<file path="src/rtl/core/smallest_k_index_select_unit_macros.svh">
// Assertion macros shared by the smallest-k index selection unit.
`ifndef SMALLEST_K_INDEX_SELECT_UNIT_MACROS_SVH
`define SMALLEST_K_INDEX_SELECT_UNIT_MACROS_SVH
`ifndef NO_ASSERTIONS
// Same-cycle implication, disabled while reset is high.
`define SKSEL_ASSERT_IMP(lbl, clk, rst, ante, cons) \
   lbl: assert property (@(posedge clk) disable iff (rst) (ante) |-> (cons)) \
      else $error("smallest-k unit: assertion failed");
// Next-cycle implication, disabled while reset is high.
`define SKSEL_ASSERT_NEXT(lbl, clk, rst, ante, cons) \
   lbl: assert property (@(posedge clk) disable iff (rst) (ante) |=> (cons)) \
      else $error("smallest-k unit: assertion failed");
`else
`define SKSEL_ASSERT_IMP(lbl, clk, rst, ante, cons)
`define SKSEL_ASSERT_NEXT(lbl, clk, rst, ante, cons)
`endif
`endif

</file>
<file path="src/rtl/core/sksel_pkg.sv">
// Shared types and constants of the smallest-k index selection unit.
package sksel_pkg;

   // Defaults of the top-level parameters.
   localparam int DEF_MAX_ELEMENTS = 64;
   localparam int DEF_VALUE_WIDTH  = 32;

   // Fixed field widths.
   localparam int INDEX_W  = 6;
   localparam int WANTED_W = 6;
   localparam int COUNT_W  = 7;

   // Queue depths between the parts.
   localparam int JOB_QUEUE_DEPTH    = 2;
   localparam int RESULT_QUEUE_DEPTH = 4;

   // Kind of a run, decided when its final word is accepted.
   localparam logic [1:0] JOB_NONE   = 2'd0;
   localparam logic [1:0] JOB_ERROR  = 2'd1;
   localparam logic [1:0] JOB_SELECT = 2'd2;

   typedef struct packed {
      logic [1:0]          kind;
      logic [COUNT_W-1:0]  n;
      logic [WANTED_W-1:0] k;
   } job_type;

   typedef struct packed {
      logic [INDEX_W-1:0] index;
      logic               error;
      logic               run_end;
   } result_type;

endpackage

</file>
<file path="src/rtl/core/sksel_ram.sv">
// Generic simple dual-port RAM with one write port and a registered read port.
module sksel_ram #(
   parameter int WIDTH = 8,
   parameter int DEPTH = 16
) (
   input  logic                     clock,
   input  logic                     wr_en,
   input  logic [$clog2(DEPTH)-1:0] wr_addr,
   input  logic [WIDTH-1:0]         wr_data,
   input  logic                     rd_en,
   input  logic [$clog2(DEPTH)-1:0] rd_addr,
   output logic [WIDTH-1:0]         rd_data
);

   logic [WIDTH-1:0] mem_ff [DEPTH];
   logic [WIDTH-1:0] rd_data_ff;

   // Storage write and registered read; the read data holds while rd_en is low.
   always_ff @(posedge clock) begin
      if (wr_en) begin
         mem_ff[wr_addr] <= wr_data;
      end
      if (rd_en) begin
         rd_data_ff <= mem_ff[rd_addr];
      end
   end

   assign rd_data = rd_data_ff;

endmodule

</file>
<file path="src/rtl/core/sksel_back.sv">
// Back end: pivot search, selection scan and tie readout for one data set at a time.
`include "smallest_k_index_select_unit_macros.svh"

module sksel_back #(
   parameter int MAX_ELEMENTS = sksel_pkg::DEF_MAX_ELEMENTS,
   parameter int VALUE_WIDTH  = sksel_pkg::DEF_VALUE_WIDTH
) (
   input  logic                          clock,
   input  logic                          reset,
   input  sksel_pkg::job_type            job,
   input  logic                          job_empty,
   output logic                          job_pop,
   output logic                          val_rd_en,
   output logic [$clog2(MAX_ELEMENTS):0] val_rd_addr,
   input  logic [VALUE_WIDTH-1:0]        val_rd_data,
   input  logic                          res_full,
   output logic                          res_push,
   output sksel_pkg::result_type         res_data
);

   import sksel_pkg::*;

   localparam int IDX_W = $clog2(MAX_ELEMENTS);
   localparam int CNT_W = $clog2(MAX_ELEMENTS + 1);

   localparam logic [2:0] S_IDLE  = 3'd0;
   localparam logic [2:0] S_CAND  = 3'd1;
   localparam logic [2:0] S_CLOAD = 3'd2;
   localparam logic [2:0] S_SCAN  = 3'd3;
   localparam logic [2:0] S_EMIT  = 3'd4;
   localparam logic [2:0] S_TIE   = 3'd5;
   localparam logic [2:0] S_DONE  = 3'd6;

   logic [2:0]             state_ff, state_in;
   logic                   bank_ff, bank_in;
   logic [VALUE_WIDTH-1:0] cand_ff, cand_in;
   logic [IDX_W-1:0]       pick_ff, pick_in;
   logic [IDX_W-1:0]       addr_ff, addr_in;
   logic [CNT_W-1:0]       rem_ff, rem_in;
   logic                   rv_ff, rv_in;
   logic                   rl_ff, rl_in;
   logic [IDX_W-1:0]       ridx_ff, ridx_in;
   logic [CNT_W-1:0]       lt_ff, lt_in;
   logic [CNT_W-1:0]       le_ff, le_in;
   logic [CNT_W-1:0]       smaller_ff, smaller_in;
   logic [CNT_W-1:0]       ties_ff, ties_in;

   logic [COUNT_W-1:0] k_ext, need;
   logic               is_less, is_eq, hit, tie_ok;
   logic               scanning, stall, issue;
   logic [CNT_W-1:0]   lt_next, le_next, smaller_next, ties_next;
   logic               tie_wr_en, tie_rd_en;
   logic [IDX_W-1:0]   tie_rd_data;

   // Compare the word returned by the store with the current candidate or pivot.
   assign k_ext        = COUNT_W'(job.k);
   assign is_less      = (val_rd_data < cand_ff);
   assign is_eq        = (val_rd_data == cand_ff);
   assign lt_next      = lt_ff + CNT_W'(is_less);
   assign le_next      = le_ff + CNT_W'(is_less || is_eq);
   assign hit          = (COUNT_W'(lt_next) <= k_ext) && (k_ext < COUNT_W'(le_next));
   assign smaller_next = smaller_ff + CNT_W'(is_less);
   assign tie_ok       = is_eq && ((COUNT_W'(ties_ff) + COUNT_W'(smaller_ff)) < k_ext);
   assign ties_next    = ties_ff + CNT_W'(tie_ok);
   assign need         = k_ext - COUNT_W'(smaller_next);

   // Read issue: one address per cycle, held back while a result cannot be queued.
   assign scanning = (state_ff == S_SCAN) || (state_ff == S_EMIT) || (state_ff == S_TIE);
   assign stall    = rv_ff && res_full
                     && (((state_ff == S_EMIT) && is_less) || (state_ff == S_TIE));
   assign issue    = scanning && (rem_ff != '0) && !stall;

   assign val_rd_en   = (state_ff == S_CAND) || (issue && (state_ff != S_TIE));
   assign val_rd_addr = {bank_ff, (state_ff == S_CAND) ? pick_ff : addr_ff};
   assign tie_rd_en   = issue && (state_ff == S_TIE);
   assign tie_wr_en   = (state_ff == S_EMIT) && rv_ff && tie_ok && !stall;

   // Tie list: indices equal to the pivot, in ascending order.
   sksel_ram #(
      .WIDTH (IDX_W),
      .DEPTH (MAX_ELEMENTS)
   ) u_tie_ram (
      .clock   (clock),
      .wr_en   (tie_wr_en),
      .wr_addr (ties_ff[IDX_W-1:0]),
      .wr_data (ridx_ff),
      .rd_en   (tie_rd_en),
      .rd_addr (addr_ff),
      .rd_data (tie_rd_data)
   );

   // Sequencer.
   always_comb begin
      state_in   = state_ff;
      bank_in    = bank_ff;
      cand_in    = cand_ff;
      pick_in    = pick_ff;
      addr_in    = addr_ff;
      rem_in     = rem_ff;
      rv_in      = rv_ff;
      rl_in      = rl_ff;
      ridx_in    = ridx_ff;
      lt_in      = lt_ff;
      le_in      = le_ff;
      smaller_in = smaller_ff;
      ties_in    = ties_ff;
      job_pop    = 1'b0;
      res_push   = 1'b0;
      res_data   = '0;

      // Read pipeline bookkeeping.
      if (!stall) begin
         rv_in   = issue;
         rl_in   = issue && (rem_ff == CNT_W'(1));
         ridx_in = addr_ff;
      end
      if (issue) begin
         rem_in  = rem_ff - 1'b1;
         addr_in = (state_ff == S_TIE) ? addr_ff - 1'b1 : addr_ff + 1'b1;
      end

      unique case (state_ff)
         S_IDLE: begin
            if (!job_empty) begin
               unique case (job.kind)
                  JOB_ERROR: begin
                     if (!res_full) begin
                        res_push         = 1'b1;
                        res_data.error   = 1'b1;
                        res_data.run_end = 1'b1;
                        state_in         = S_DONE;
                     end
                  end
                  JOB_SELECT: begin
                     pick_in  = '0;
                     state_in = S_CAND;
                  end
                  default: state_in = S_DONE;
               endcase
            end
         end
         S_CAND: begin
            state_in = S_CLOAD;
         end
         S_CLOAD: begin
            cand_in  = val_rd_data;
            lt_in    = '0;
            le_in    = '0;
            addr_in  = '0;
            rem_in   = CNT_W'(job.n);
            state_in = S_SCAN;
         end
         S_SCAN: begin
            if (rv_ff) begin
               lt_in = lt_next;
               le_in = le_next;
               if (rl_ff) begin
                  if (hit) begin
                     smaller_in = '0;
                     ties_in    = '0;
                     addr_in    = '0;
                     rem_in     = CNT_W'(job.n);
                     state_in   = S_EMIT;
                  end else begin
                     pick_in  = pick_ff + 1'b1;
                     state_in = S_CAND;
                  end
               end
            end
         end
         S_EMIT: begin
            if (rv_ff && !stall) begin
               smaller_in = smaller_next;
               ties_in    = ties_next;
               if (is_less) begin
                  res_push         = 1'b1;
                  res_data.index   = INDEX_W'(ridx_ff);
                  res_data.run_end = (COUNT_W'(smaller_next) == k_ext);
               end
               if (rl_ff) begin
                  if (need == '0) begin
                     state_in = S_DONE;
                  end else begin
                     addr_in  = IDX_W'(ties_next - CNT_W'(1));
                     rem_in   = CNT_W'(need);
                     state_in = S_TIE;
                  end
               end
            end
         end
         S_TIE: begin
            if (rv_ff && !stall) begin
               res_push         = 1'b1;
               res_data.index   = INDEX_W'(tie_rd_data);
               res_data.run_end = rl_ff;
               if (rl_ff) begin
                  state_in = S_DONE;
               end
            end
         end
         S_DONE: begin
            job_pop  = 1'b1;
            bank_in  = ~bank_ff;
            state_in = S_IDLE;
         end
         default: state_in = S_IDLE;
      endcase
   end

   always_ff @(posedge clock) begin
      if (reset) begin
         state_ff <= S_IDLE;
         bank_ff  <= 1'b0;
         rem_ff   <= '0;
         rv_ff    <= 1'b0;
         rl_ff    <= 1'b0;
      end else begin
         state_ff <= state_in;
         bank_ff  <= bank_in;
         rem_ff   <= rem_in;
         rv_ff    <= rv_in;
         rl_ff    <= rl_in;
      end
   end

   // Datapath registers need no reset.
   always_ff @(posedge clock) begin
      cand_ff    <= cand_in;
      pick_ff    <= pick_in;
      addr_ff    <= addr_in;
      ridx_ff    <= ridx_in;
      lt_ff      <= lt_in;
      le_ff      <= le_in;
      smaller_ff <= smaller_in;
      ties_ff    <= ties_in;
   end

   `SKSEL_ASSERT_IMP(a_result_room, clock, reset, res_push, !res_full)
   `SKSEL_ASSERT_IMP(a_job_present, clock, reset, job_pop, !job_empty)
   `SKSEL_ASSERT_IMP(a_pivot_in_range, clock, reset, state_ff == S_CAND, COUNT_W'(pick_ff) < job.n)
   `SKSEL_ASSERT_IMP(a_ties_cover_need, clock, reset, state_ff == S_TIE, rem_ff <= ties_ff)
   `SKSEL_ASSERT_NEXT(a_job_pop_idle, clock, reset, job_pop, (state_ff == S_IDLE) && !rv_ff)

endmodule

</file>
<file path="config.mk">
export PLATFORM = sky130hd
export DESIGN_NAME = sksel_back
export DESIGN_NICKNAME = d
export VERILOG_FILES = /design/src/rtl/core/sksel_pkg.sv /design/src/rtl/core/sksel_ram.sv /design/src/rtl/core/sksel_back.sv
export VERILOG_INCLUDE_DIRS = /design/src /design/src/rtl/core
export SDC_FILE = /design/constraint.sdc
export NUM_CORES = 1
export LEC_CHECK = 0
export BUFFER_PORTS_ARGS = -buffer_cell sky130_fd_sc_hd__buf_2
export CAP_MARGIN = 10
export CORE_MARGIN = 4
export CORE_UTILIZATION = 55
export CTS_BUF_LIST = sky130_fd_sc_hd__clkbuf_2
export DETAILED_ROUTE_END_ITERATION = 8
export GPL_ROUTABILITY_DRIVEN = 0
export PLACE_DENSITY = 0.79
export SYNTH_ARGS = -nofsm -noshare
export SYNTH_HDL_FRONTEND = slang
export SYNTH_SLANG_ARGS = --single-unit
</file>
<file path="constraint.sdc">
create_clock -name clock -period 6.5 [get_ports clock]
set_input_delay 0.65 -clock clock [delete_from_list [all_inputs] [get_ports clock]]
set_output_delay 0.65 -clock clock [all_outputs]
set_load 0.01 [all_outputs]
</file>
==> flow_metrics.py, run 1 <==
metrics = {
    "synth": {
        "synth-async-reset-ratio": 0,
        "ys_seq_area_frac": 0.663,
        "synth_cell_type_count": 69,
        "synthCells": 1271,
        "synth_fp_nets": 1402,
        "synth_edf_count": 462,
        "synth-seq-cells": 481,
        "syn_area_sq_um": 21500,
        "yosys_warnings": 0,
        "ys.flop_type": "edfxtp_1",
        "synth.avg_cell_area_sq_um": 16.9,
    },
    "sta": {
        "worst_pin_slew_ns": 1.21,
        "fin_crit_sh": 0.910,
        "tns_ns": 0,
        "clock_skew_ns": 0.139,
        "period_minus_slack_ns": 5.91,
        "final_max_slew_viol_count": 0,
        "rsz0062_at_grt": "no",
        "setup_viol": 0,
        "max_freq_mhz": 169,
        "hold_violations": 0,
        "slew_headroom": 0.191,
    },
    "worst_setup_path": {
        "timing.rr.start": "cand_ff[19]$_DFFE_PP_",
        "critPathRequiredTime_ns": 7.52,
        "worst_setup_path_end_kind": "flop",
        "crit_path_start_kind": "flop",
        "worstPathArrival_ns": 6.93,
        "crit_fanout": 9,
        "startpoint": "cand_ff[19]$_DFFE_PP_",
        "worstSetupPathType": "flop to flop",
    },
    "cells_and_area": {
        "final_cell_count_no_fill": 2045,
        "drive_above_1_share": 0.271,
        "multiInputGateArea_sq_um": 6720,
        "area_delta_synth_final_pct": 10.3,
        "num-fill-cells": 2726,
        "seq_area_sq_um": 14300,
        "nets": 1585,
        "final_cell_mix": "edfxtp_1, clkbuf_2, mux4_2, ha_1, nor3_1",
        "layout.cells.most_common": "edfxtp_1",
    },
    "power_and_ir_drop": {
        "power_density_nw_per_um2": 336,
        "p_leak_nw": 8.29,
        "ir_worst_vdd_mv": 0.191,
    },
    "grt": {
        "grt_max_degree": 66,
        "grt_pass1_wl_um": 72900,
        "grt_usage": 0.228,
        "grt_overflow": 0,
        "grt_pass1_vias": 12637,
        "antenna_found_initial": 1,
    },
    "route": {
        "post-route-drc-count": 0,
        "via_per_inst": 6.05,
        "via_count": 12375,
        "wl_per_cell_um": 23.1,
        "antenna_left": 0,
        "drt_iter0_drc": 1293,
        "totalWireLength_um": 47200,
        "drtPass1Iterations": 6,
    },
    "placed_design": {
        "dp_hpwl_um": 29400,
        "placed_cells": 1811,
        "port_buffers": 68,
    },
    "floorplanning": {
        "dieWidth_um": 206,
        "core_sq_um": 38600,
        "io_pins": 69,
        "dieArea_sq_um": 42300,
        "start_util": 0.556,
        "die_h_um": 206,
        "rows": 72,
    },
    "clock_tree": {
        "clock_latency_ns": 1.09,
        "htree_levels": 3,
        "cts_buffers": 112,
        "cts_tree": "yes",
        "clk_pin_slew_worst_paths_ns": 0.11,
        "cts_resized": 0,
        "cts.sinks": 481,
        "cts-root-buf": "clkbuf_2",
        "cts_buffer_depth": 3,
    },
    "worst_hold_path": {
        "timing.hold.worst.class": "input port to flop",
        "min_from": "job[13]",
    },
    "run_status": {
        "status": "completed",
    },
    "flow_run": {
        "max-cap-violations": 0,
    },
}
sequential cells by signal (all words and copies together), names as in the netlist:
signal	count
ridx_ff	6
state_ff	3
rem_ff	7
rl_ff	1
ties_ff	7
addr_ff	6
smaller_ff	7
cand_ff	32
lt_ff	7
le_ff	7
u_tie_ram.mem_ff	384
pick_ff	6
bank_ff	1
rv_ff	1
u_tie_ram.rd_data	6
power breakdown:
group	internal (mW)	switching, mW	leakage, nW
combinational	0.936	1.14	3.12
clock	0.707	1.14	0.734
sequential	3.82	0.225	4.44
total	5.46	2.50	8.29
path summary, 6_finish.rpt:
check                             end  slack, ns  depth (start not counted)
max              rem_ff[4]$_SDFF_PP0_       0.59                         21
min          state_ff[2]$_SDFFE_PP0P_       0.19                          3
max reg2reg      rem_ff[4]$_SDFF_PP0_       0.59                         21
min reg2reg      bank_ff$_SDFFE_PP0P_       0.54                          2
Yosys cell counts (9+ instances only):
| master | count | area, sq um |
|---|---|---|
| edfxtp_1 | 462 | 13900 |
| mux4_2 | 126 | 2840 |
| ha_1 | 77 | 963 |
| nor3_1 | 69 | 345 |
| nor2_1 | 67 | 251 |
| inv_1 | 62 | 233 |
| a21oi_1 | 38 | 190 |
| nand2_1 | 34 | 128 |
| clkbuf_1 | 28 | 105 |
| nand3_1 | 23 | 115 |
| xnor2_1 | 23 | 201 |
| xor2_1 | 21 | 184 |
| dfxtp_1 | 19 | 380 |
| o21ai_0 | 15 | 75.1 |
| a21o_1 | 12 | 90.1 |
| buf_1 | 12 | 45.0 |
| buf_2 | 12 | 60.1 |
| nand4_1 | 10 | 62.6 |
| o22ai_1 | 10 | 62.6 |
| and2_1 | 9 | 56.3 |
| nand2b_1 | 9 | 56.3 |
layer usage:
layer / track usage / wire (um) / up-vias
met5: 0 / 0 / -
met2: 0.368 / 23000 / 671
met3: 0.0563 / 4240 / 114
met4: 0.0749 / 1250 / 0
met1: 0.309 / 18700 / 6093
li1: - / - / 5497
worst max-delay path, cell delays in order (launching register included):
cell           delay, ns
edfxtp_1            0.39
inv_1               0.07
ha_1                0.26
a21oi_1             0.22
o21ai_0             0.15
a221oi_1            0.28
nor3b_1             0.42
o21a_1              0.35
nand2b_1            0.15
ha_1                0.19
ha_1                0.20
nand3_1             0.12
xor2_1              0.18
ha_1                0.28
o21a_1              0.12
a211oi_1            0.06
o311ai_0            0.83
o22ai_1             0.46
a21oi_2             0.34
o21ai_0             0.16
a21oi_1             0.18
dlygate4sd3_1       0.56
cells by family after synthesis:
| kind of cell | count (synthesis) | synth area share |
|---|---|---|
| compound gates | 130 | 0.0418 |
| xor+xnor | 44 | 0.0179 |
| fa+ha+maj | 80 | 0.0476 |
| buf+inv | 123 | 0.0251 |
| flops | 481 | 0.663 |
| mux | 137 | 0.137 |
| simple gates | 276 | 0.0673 |
area by class of cell:
type,instances,share of cell area
clock buffers,164,0.0346
multi-input cells,667,0.283
clock inverters,22,0.00527
inverters,62,0.00981
repair buffers,130,0.0388
well taps,518,0.0273
flip-flops and latches,481,0.601
diodes,1,0.000105
through the flow:
stage	area [sq um]	total power, mW	hold WS (ns)	util	setup slack (ns)
6_report	23700	7.97	0.186	0.614	0.588
5_1_grt	23700	8.39	0.159	0.614	0.227
4_1_cts	23700	8.02	0.0720	0.614	0.888
3_5_place_dp	22300	6.15	0.513	0.577	0.921
3_3_place_gp	22300	6.07	0.498	0.577	1.11
2_1_floorplan	21500	5.50	0.406	-	1.71
timing repair:
| action | in CTS | in global routing |
|---|---|---|
| endpoints found under the hold margin | 50 | 0 |
| setup buffers | 0 | 0 |
| hold buffers | 46 | 0 |
Note: power is estimated with default switching activity, not from simulation.
==> run 2: changes to the inputs <==
GPL_TIMING_DRIVEN = 0   (was not set)
==> run 2 against run 1 <==
  * Critical path depth unchanged
  * Worst setup slack got worse by 0.011 ns
  * Critical endpoint is now rem_ff[0]$_SDFF_PP0_
  * Worst hold slack got worse by 0.083 ns
  * Register-to-register slack about the same
  * Non-clock buffer count increased by 56
  * Power increased by 4.4%
  * Sequential power decreased by 1%
  * The flow now finishes with violations (DRC)
  * Utilization increased by 1.5 points
  * Clock-buffer cell count increased by 6
==> flow_metrics.py, run 2 (synthesized netlist as in run 1, its figures left out) <==
metrics = {
    "run_status": {
        "violations": "DRC",
        "status": "finished with violations",
    },
    "sta": {
        "clock_skew_ns": 0.136,
        "fin_crit_sh": 0.911,
        "tns_ns": 0,
        "hold_violations": 0,
        "rsz0062_at_grt": "no",
        "worst_pin_slew_ns": 1.26,
        "max_freq_mhz": 169,
        "setup_viol": 0,
        "period_minus_slack_ns": 5.92,
        "slew_headroom": 0.154,
        "final_max_slew_viol_count": 0,
        "timing.hold.ws_ns": 0.103,
    },
    "worst_setup_path": {
        "critPathRequiredTime_ns": 7.47,
        "worstPathCellList": "inv_1 > ha_1 > a21oi_1 > o21ai_0 > a221oi_1 > nor3b_1 > o21a_1 > ha_1 > ha_1 > nand3_1 > xor2_1 > ha_1 > nor3b_1 > a311o_1 > a311oi_1 > nor4b_2 > a21oi_1 > nand2_1 > a2bb2oi_1 > o22ai_1 > dlygate4sd3_1",
        "cpPeakStageDelay_ns": 0.69,
        "worstPathArrival_ns": 6.90,
        "crit_path_start_kind": "flop",
        "crit_fanout": 10,
        "crit_path_frequent_cell": "ha_1",
        "worstSetupPathType": "flop to flop",
        "slowest_stage": "nor3b_1",
        "worst_setup_path_end_kind": "flop",
    },
    "clock_tree": {
        "clock_latency_ns": 1.11,
        "htree_levels": 3,
        "cts.sinks": 481,
        "cts_tree": "yes",
        "clk_pin_slew_worst_paths_ns": 0.11,
        "cts-root-buf": "clkbuf_2",
        "cts_buffer_depth": 3,
        "post_cts_buffers": 0,
        "cts_buffers": 113,
    },
    "route": {
        "antenna_left": 0,
        "wl_per_cell_um": 23.3,
        "totalWireLength_um": 49600,
        "via_per_inst": 6.11,
        "via_count": 12982,
        "post-route-drc-count": 2,
        "drtPass1Iterations": 8,
        "drt_iter0_drc": 1368,
    },
    "power_and_ir_drop": {
        "pwr-share-clk": 0.237,
        "p_leak_nw": 8.56,
        "comb_power_share": 0.283,
        "ir_worst_vdd_mv": 0.189,
        "intPower_mw": 5.63,
        "power.switching_mw": 2.69,
        "switching_share": 0.323,
        "power_density_nw_per_um2": 342,
        "seqPwrFrac": 0.480,
    },
    "placed_design": {
        "placed_cells": 1868,
        "dp_hpwl_um": 34000,
        "port_buffers": 68,
        "dpl_cell_area_sq_um": 22800,
    },
    "cells_and_area": {
        "reg_top3": "u_tie_ram.mem_ff: 384 flops, cand_ff: 32 flops",
        "nets": 1642,
        "largest_register_ffs": 384,
        "regMostFlops": "u_tie_ram.mem_ff",
        "num-fill-cells": 2714,
        "final_cell_mix": "edfxtp_1, clkbuf_2, mux4_2, buf_2, ha_1",
        "final_cell_count_no_fill": 2126,
        "stdcell_area_sq_um": 24300,
        "drive_above_1_share": 0.280,
        "layout.cells.most_common": "edfxtp_1",
        "area_delta_synth_final_pct": 13.0,
    },
    "flow_run": {
        "max-cap-violations": 0,
    },
    "grt": {
        "grt_pass1_vias": 13155,
        "grt_use_met3": 0.0701,
        "use_met1": 0.317,
        "grt_overflow": 0,
        "grt_use_met2": 0.375,
        "antenna_found_initial": 5,
        "grt.busiest_layer": "met2",
        "grt_pass1_wl_um": 75600,
        "grt_usage": 0.238,
        "grt_max_degree": 37,
    },
    "floorplanning": {
        "die_h_um": 206,
        "io_pins": 69,
        "dieArea_sq_um": 42300,
        "dieWidth_um": 206,
        "start_util": 0.556,
        "rows": 72,
        "core_sq_um": 38600,
    },
    "worst_hold_path": {
        "timing.hold.worst.class": "input port to flop",
    },
}
[run 2: metal layers]
| layer | vias to the layer above | wire [um] |
|---|---|---|
| met5 | - | 12 |
| met4 | 2 | 1550 |
| met3 | 128 | 5120 |
| met2 | 741 | 23900 |
| met1 | 6485 | 19000 |
| li1 | 5626 | - |
[run 2: power by group through the flow]
stage	Clock (mW)	Sequential [mW]	Combinational, mW
floorplan	0	4.08	1.42
global placement	0	4.24	1.91
detailed placement	0	4.06	2.30
CTS	2.01	3.99	2.33
global route	2.20	4.01	2.51
finish	1.97	4.00	2.35
[run 2: worst paths after layout]
| check | from | end | slack (ns) | cells after the start |
|---|---|---|---|---|
| max | cand_ff[19]$_DFFE_PP_ | rem_ff[0]$_SDFF_PP0_ | 0.58 | 21 |
| min | job[12] | rem_ff[6]$_SDFF_PP0_ | 0.10 | 4 |
| max reg2reg | cand_ff[19]$_DFFE_PP_ | rem_ff[0]$_SDFF_PP0_ | 0.58 | 21 |
| min reg2reg | addr_ff[5]$_DFF_P_ | ridx_ff[5]$_DFFE_PN_ | 0.39 | 0 |
[run 2: layout make-up]
cell class	instances	area, sq um	share of cell area
Buffer	61	308	0.0127
Antenna cell	5	12.5	0.000515
Tap cell	518	648	0.0267
Clock buffer	170	851	0.0350
Sequential cell	481	14300	0.586
Clock inverter	37	214	0.00880
Multi-Input combinational cell	667	6720	0.277
Inverter	62	233	0.00957
Timing Repair Buffer	125	1070	0.0440
[run 2: metrics by stage]
| step | setup slack (ns) | power, mW | utilization |
|---|---|---|---|
| 2_1_floorplan | 1.71 | 5.50 | - |
| 3_3_place_gp | 0.338 | 6.15 | 0.582 |
| 3_5_place_dp | 0.275 | 6.36 | 0.590 |
| 4_1_cts | 0.338 | 8.33 | 0.628 |
| 5_1_grt | 0.201 | 8.72 | 0.629 |
| 6_report | 0.577 | 8.32 | 0.629 |
[run 2: critical path: cells and delay by family (launching register included)]
| kind | cells | cell delay (ns) |
|---|---|---|
| compound gates | 9 | 2.04 |
| xor+xnor | 1 | 0.18 |
| fa+ha+maj | 4 | 1.17 |
| buf+inv | 2 | 0.63 |
| flops | 1 | 0.38 |
| simple gates | 5 | 1.49 |
[run 2: timing repair]
item / CTS / global route
gates resized for setup: 0 / 1
setup endpoints to repair: 0 / 1
hold endpoints to repair: 46 / 0
hold buffers: 40 / 0
==> run 3: changes to the inputs <==
CORE_UTILIZATION = 49   (was 55)
PLACE_DENSITY = 0.72   (was 0.79)
==> run 3 against run 2 <==
  * The flow now finishes without violations
  * Highest routed layer is now met4
  * Non-clock buffer count unchanged
  * Largest power group unchanged
  * Clock power decreased by 6%
  * Global-route usage shrank 2.5 points
  * Final cell count is 2.7% higher
  * Utilization down 6.7 points
  * Worst hold slack better by 0.050 ns
  * Final area barely moved
==> flow_metrics.py, run 3 (synthesized netlist as in run 1, its figures left out) <==
metrics = {
    "cells_and_area": {
        "largest_register_ffs": 384,
        "regMostFlops": "u_tie_ram.mem_ff",
        "layout.cells.most_common": "edfxtp_1",
        "reg_top3": "u_tie_ram.mem_ff: 384 flops, cand_ff: 32 flops",
        "drive_above_1_share": 0.274,
        "area_delta_synth_final_pct": 13.1,
        "final_cell_count_no_fill": 2184,
        "num-fill-cells": 3321,
        "final_cell_mix": "edfxtp_1, clkbuf_2, mux4_2, buf_2, ha_1",
        "nets": 1640,
    },
    "grt": {
        "grt_pass1_vias": 13176,
        "antenna_found_initial": 2,
        "grt_pass1_wl_um": 76500,
        "grt_overflow": 0,
        "grt_usage": 0.213,
        "grt_max_degree": 33,
    },
    "power_and_ir_drop": {
        "seqPwrFrac": 0.488,
        "p_leak_nw": 8.51,
        "ir_worst_vdd_mv": 0.188,
        "power_density_nw_per_um2": 336,
        "intPower_mw": 5.56,
        "power.switching_mw": 2.61,
        "pwr-share-clk": 0.228,
        "comb_power_share": 0.284,
        "switching_share": 0.319,
    },
    "sta": {
        "max_freq_mhz": 161,
        "setup_viol": 0,
        "rsz0062_at_grt": "no",
        "worst_pin_slew_ns": 1.21,
        "layout_setup_ws_ns": 0.297,
        "hold_violations": 0,
        "period_minus_slack_ns": 6.20,
        "clock_skew_ns": 0.150,
        "final_max_slew_viol_count": 0,
        "slew_headroom": 0.190,
        "tns_ns": 0,
        "fin_crit_sh": 0.954,
    },
    "clock_tree": {
        "post_cts_buffers": 0,
        "cts-root-buf": "clkbuf_2",
        "cts_tree": "yes",
        "cts.sinks": 481,
        "clk_pin_slew_worst_paths_ns": 0.11,
        "htree_levels": 3,
        "clock_latency_ns": 1.11,
        "cts_buffers": 111,
        "cts_buffer_depth": 3,
    },
    "floorplanning": {
        "rows": 76,
        "io_pins": 69,
        "start_util": 0.497,
        "die_h_um": 218,
        "core_sq_um": 43300,
        "dieWidth_um": 218,
        "dieArea_sq_um": 47300,
    },
    "flow_run": {
        "max-cap-violations": 0,
    },
    "worst_setup_path": {
        "worst_setup_path_end_kind": "flop",
        "worstSetupPathType": "flop to flop",
        "startpoint": "cand_ff[19]$_DFFE_PP_",
        "crit_path_start_kind": "flop",
        "critPathRequiredTime_ns": 7.46,
        "crit_fanout": 10,
        "worstPathArrival_ns": 7.16,
        "timing.rr.start": "cand_ff[19]$_DFFE_PP_",
    },
    "run_status": {
        "status": "completed",
    },
    "placed_design": {
        "dp_hpwl_um": 34300,
        "placed_cells": 1937,
        "place_ws_ns": 0.150,
        "port_buffers": 68,
    },
    "route": {
        "antenna_left": 0,
        "wl_per_cell_um": 22.5,
        "drt_iter0_drc": 1053,
        "post-route-drc-count": 0,
        "via_per_inst": 5.76,
        "drtPass1Iterations": 8,
        "totalWireLength_um": 49100,
        "via_count": 12573,
    },
    "worst_hold_path": {
        "timing.hold.worst.class": "input port to flop",
        "min_from": "job[13]",
    },
}
-- run 3: cell count changes in the layout (fill, tap and decap cells not counted), moves of 2 or more --
cell / previous run / this run
diode_2: 5 / 2
dlygate4sd3_1: 40 / 42
buf_8: 1 / 3
clkinv_8: 2 / 0
clkinv_1: 24 / 26
clkbuf_2: 171 / 164
-- run 3: metal layers --
layer / part of all wire / wire (um) / GRT usage / up-vias
met4: 0.029 / 1440 / 0.0793 / 0
met5: 0 / 0 / 0 / -
li1: - / - / - / 5616
met1: 0.39 / 19100 / 0.271 / 6307
met2: 0.50 / 24700 / 0.358 / 543
met3: 0.078 / 3840 / 0.0516 / 107
-- run 3: what timing repair did --
item,CTS,global route
setup endpoints to repair,0,1
hold endpoints to repair,48,0
hold buffers,42,0
resized for setup,0,1
-- run 3: final timing paths --
check | slack [ns] | depth (start not counted) | endpoint
worst max register to register | 0.30 | 21 | rem_ff[0]$_SDFF_PP0_
worst max-delay path | 0.30 | 21 | rem_ff[0]$_SDFF_PP0_
worst min register to register | 0.46 | 0 | ridx_ff[5]$_DFFE_PN_
worst min-delay path | 0.15 | 5 | state_ff[1]$_SDFFE_PP0P_
-- run 3: power by group through the flow --
stage	Sequential [mW]	Combinational [mW]	Clock (mW)
floorplan	4.08	1.42	0
global placement	4.24	1.92	0
detailed placement	4.05	2.30	0
CTS	3.98	2.33	1.92
global route	4.01	2.51	2.10
finish	3.99	2.32	1.86
-- run 3: final cells by class --
| class | instances | area (sq um) | share of cell area |
|---|---|---|---|
| sequential | 481 | 14300 | 0.586 |
| multi-input combinational | 667 | 6720 | 0.276 |
| timing repair buffer | 125 | 1080 | 0.0443 |
| clock buffer | 164 | 821 | 0.0338 |
| tap | 585 | 732 | 0.0301 |
| buffer | 61 | 308 | 0.0127 |
| inverter | 62 | 233 | 0.00957 |
| clock inverter | 37 | 165 | 0.00679 |
| antenna | 2 | 5.00 | 0.000206 |
-- run 3: critical path, cell delays in order, from the launching register on --
cell           delay (ns)
edfxtp_1             0.40
inv_1                0.08
ha_1                 0.25
a21oi_1              0.15
o21ai_0              0.10
a221oi_1             0.36
nor3b_1              0.68
o21a_1               0.44
ha_1                 0.28
ha_1                 0.23
nand3_1              0.10
xor2_1               0.18
ha_1                 0.42
nor3b_1              0.08
a311o_1              0.27
a311oi_1             0.38
nor4b_2              0.34
a21oi_1              0.15
nand2_1              0.29
a2bb2oi_1            0.31
o22ai_1              0.12
dlygate4sd3_1        0.57
-- run 3: metrics by stage --
step	total power, mW	instance area (sq um)	hold slack, ns	util
floorplan	5.50	21500	0.406	-
global placement	6.16	22600	0.412	0.522
detailed placement	6.35	22900	0.443	0.529
CTS	8.23	24300	0.0305	0.562
global route	8.62	24300	0.0938	0.562
finish	8.17	24300	0.153	0.562
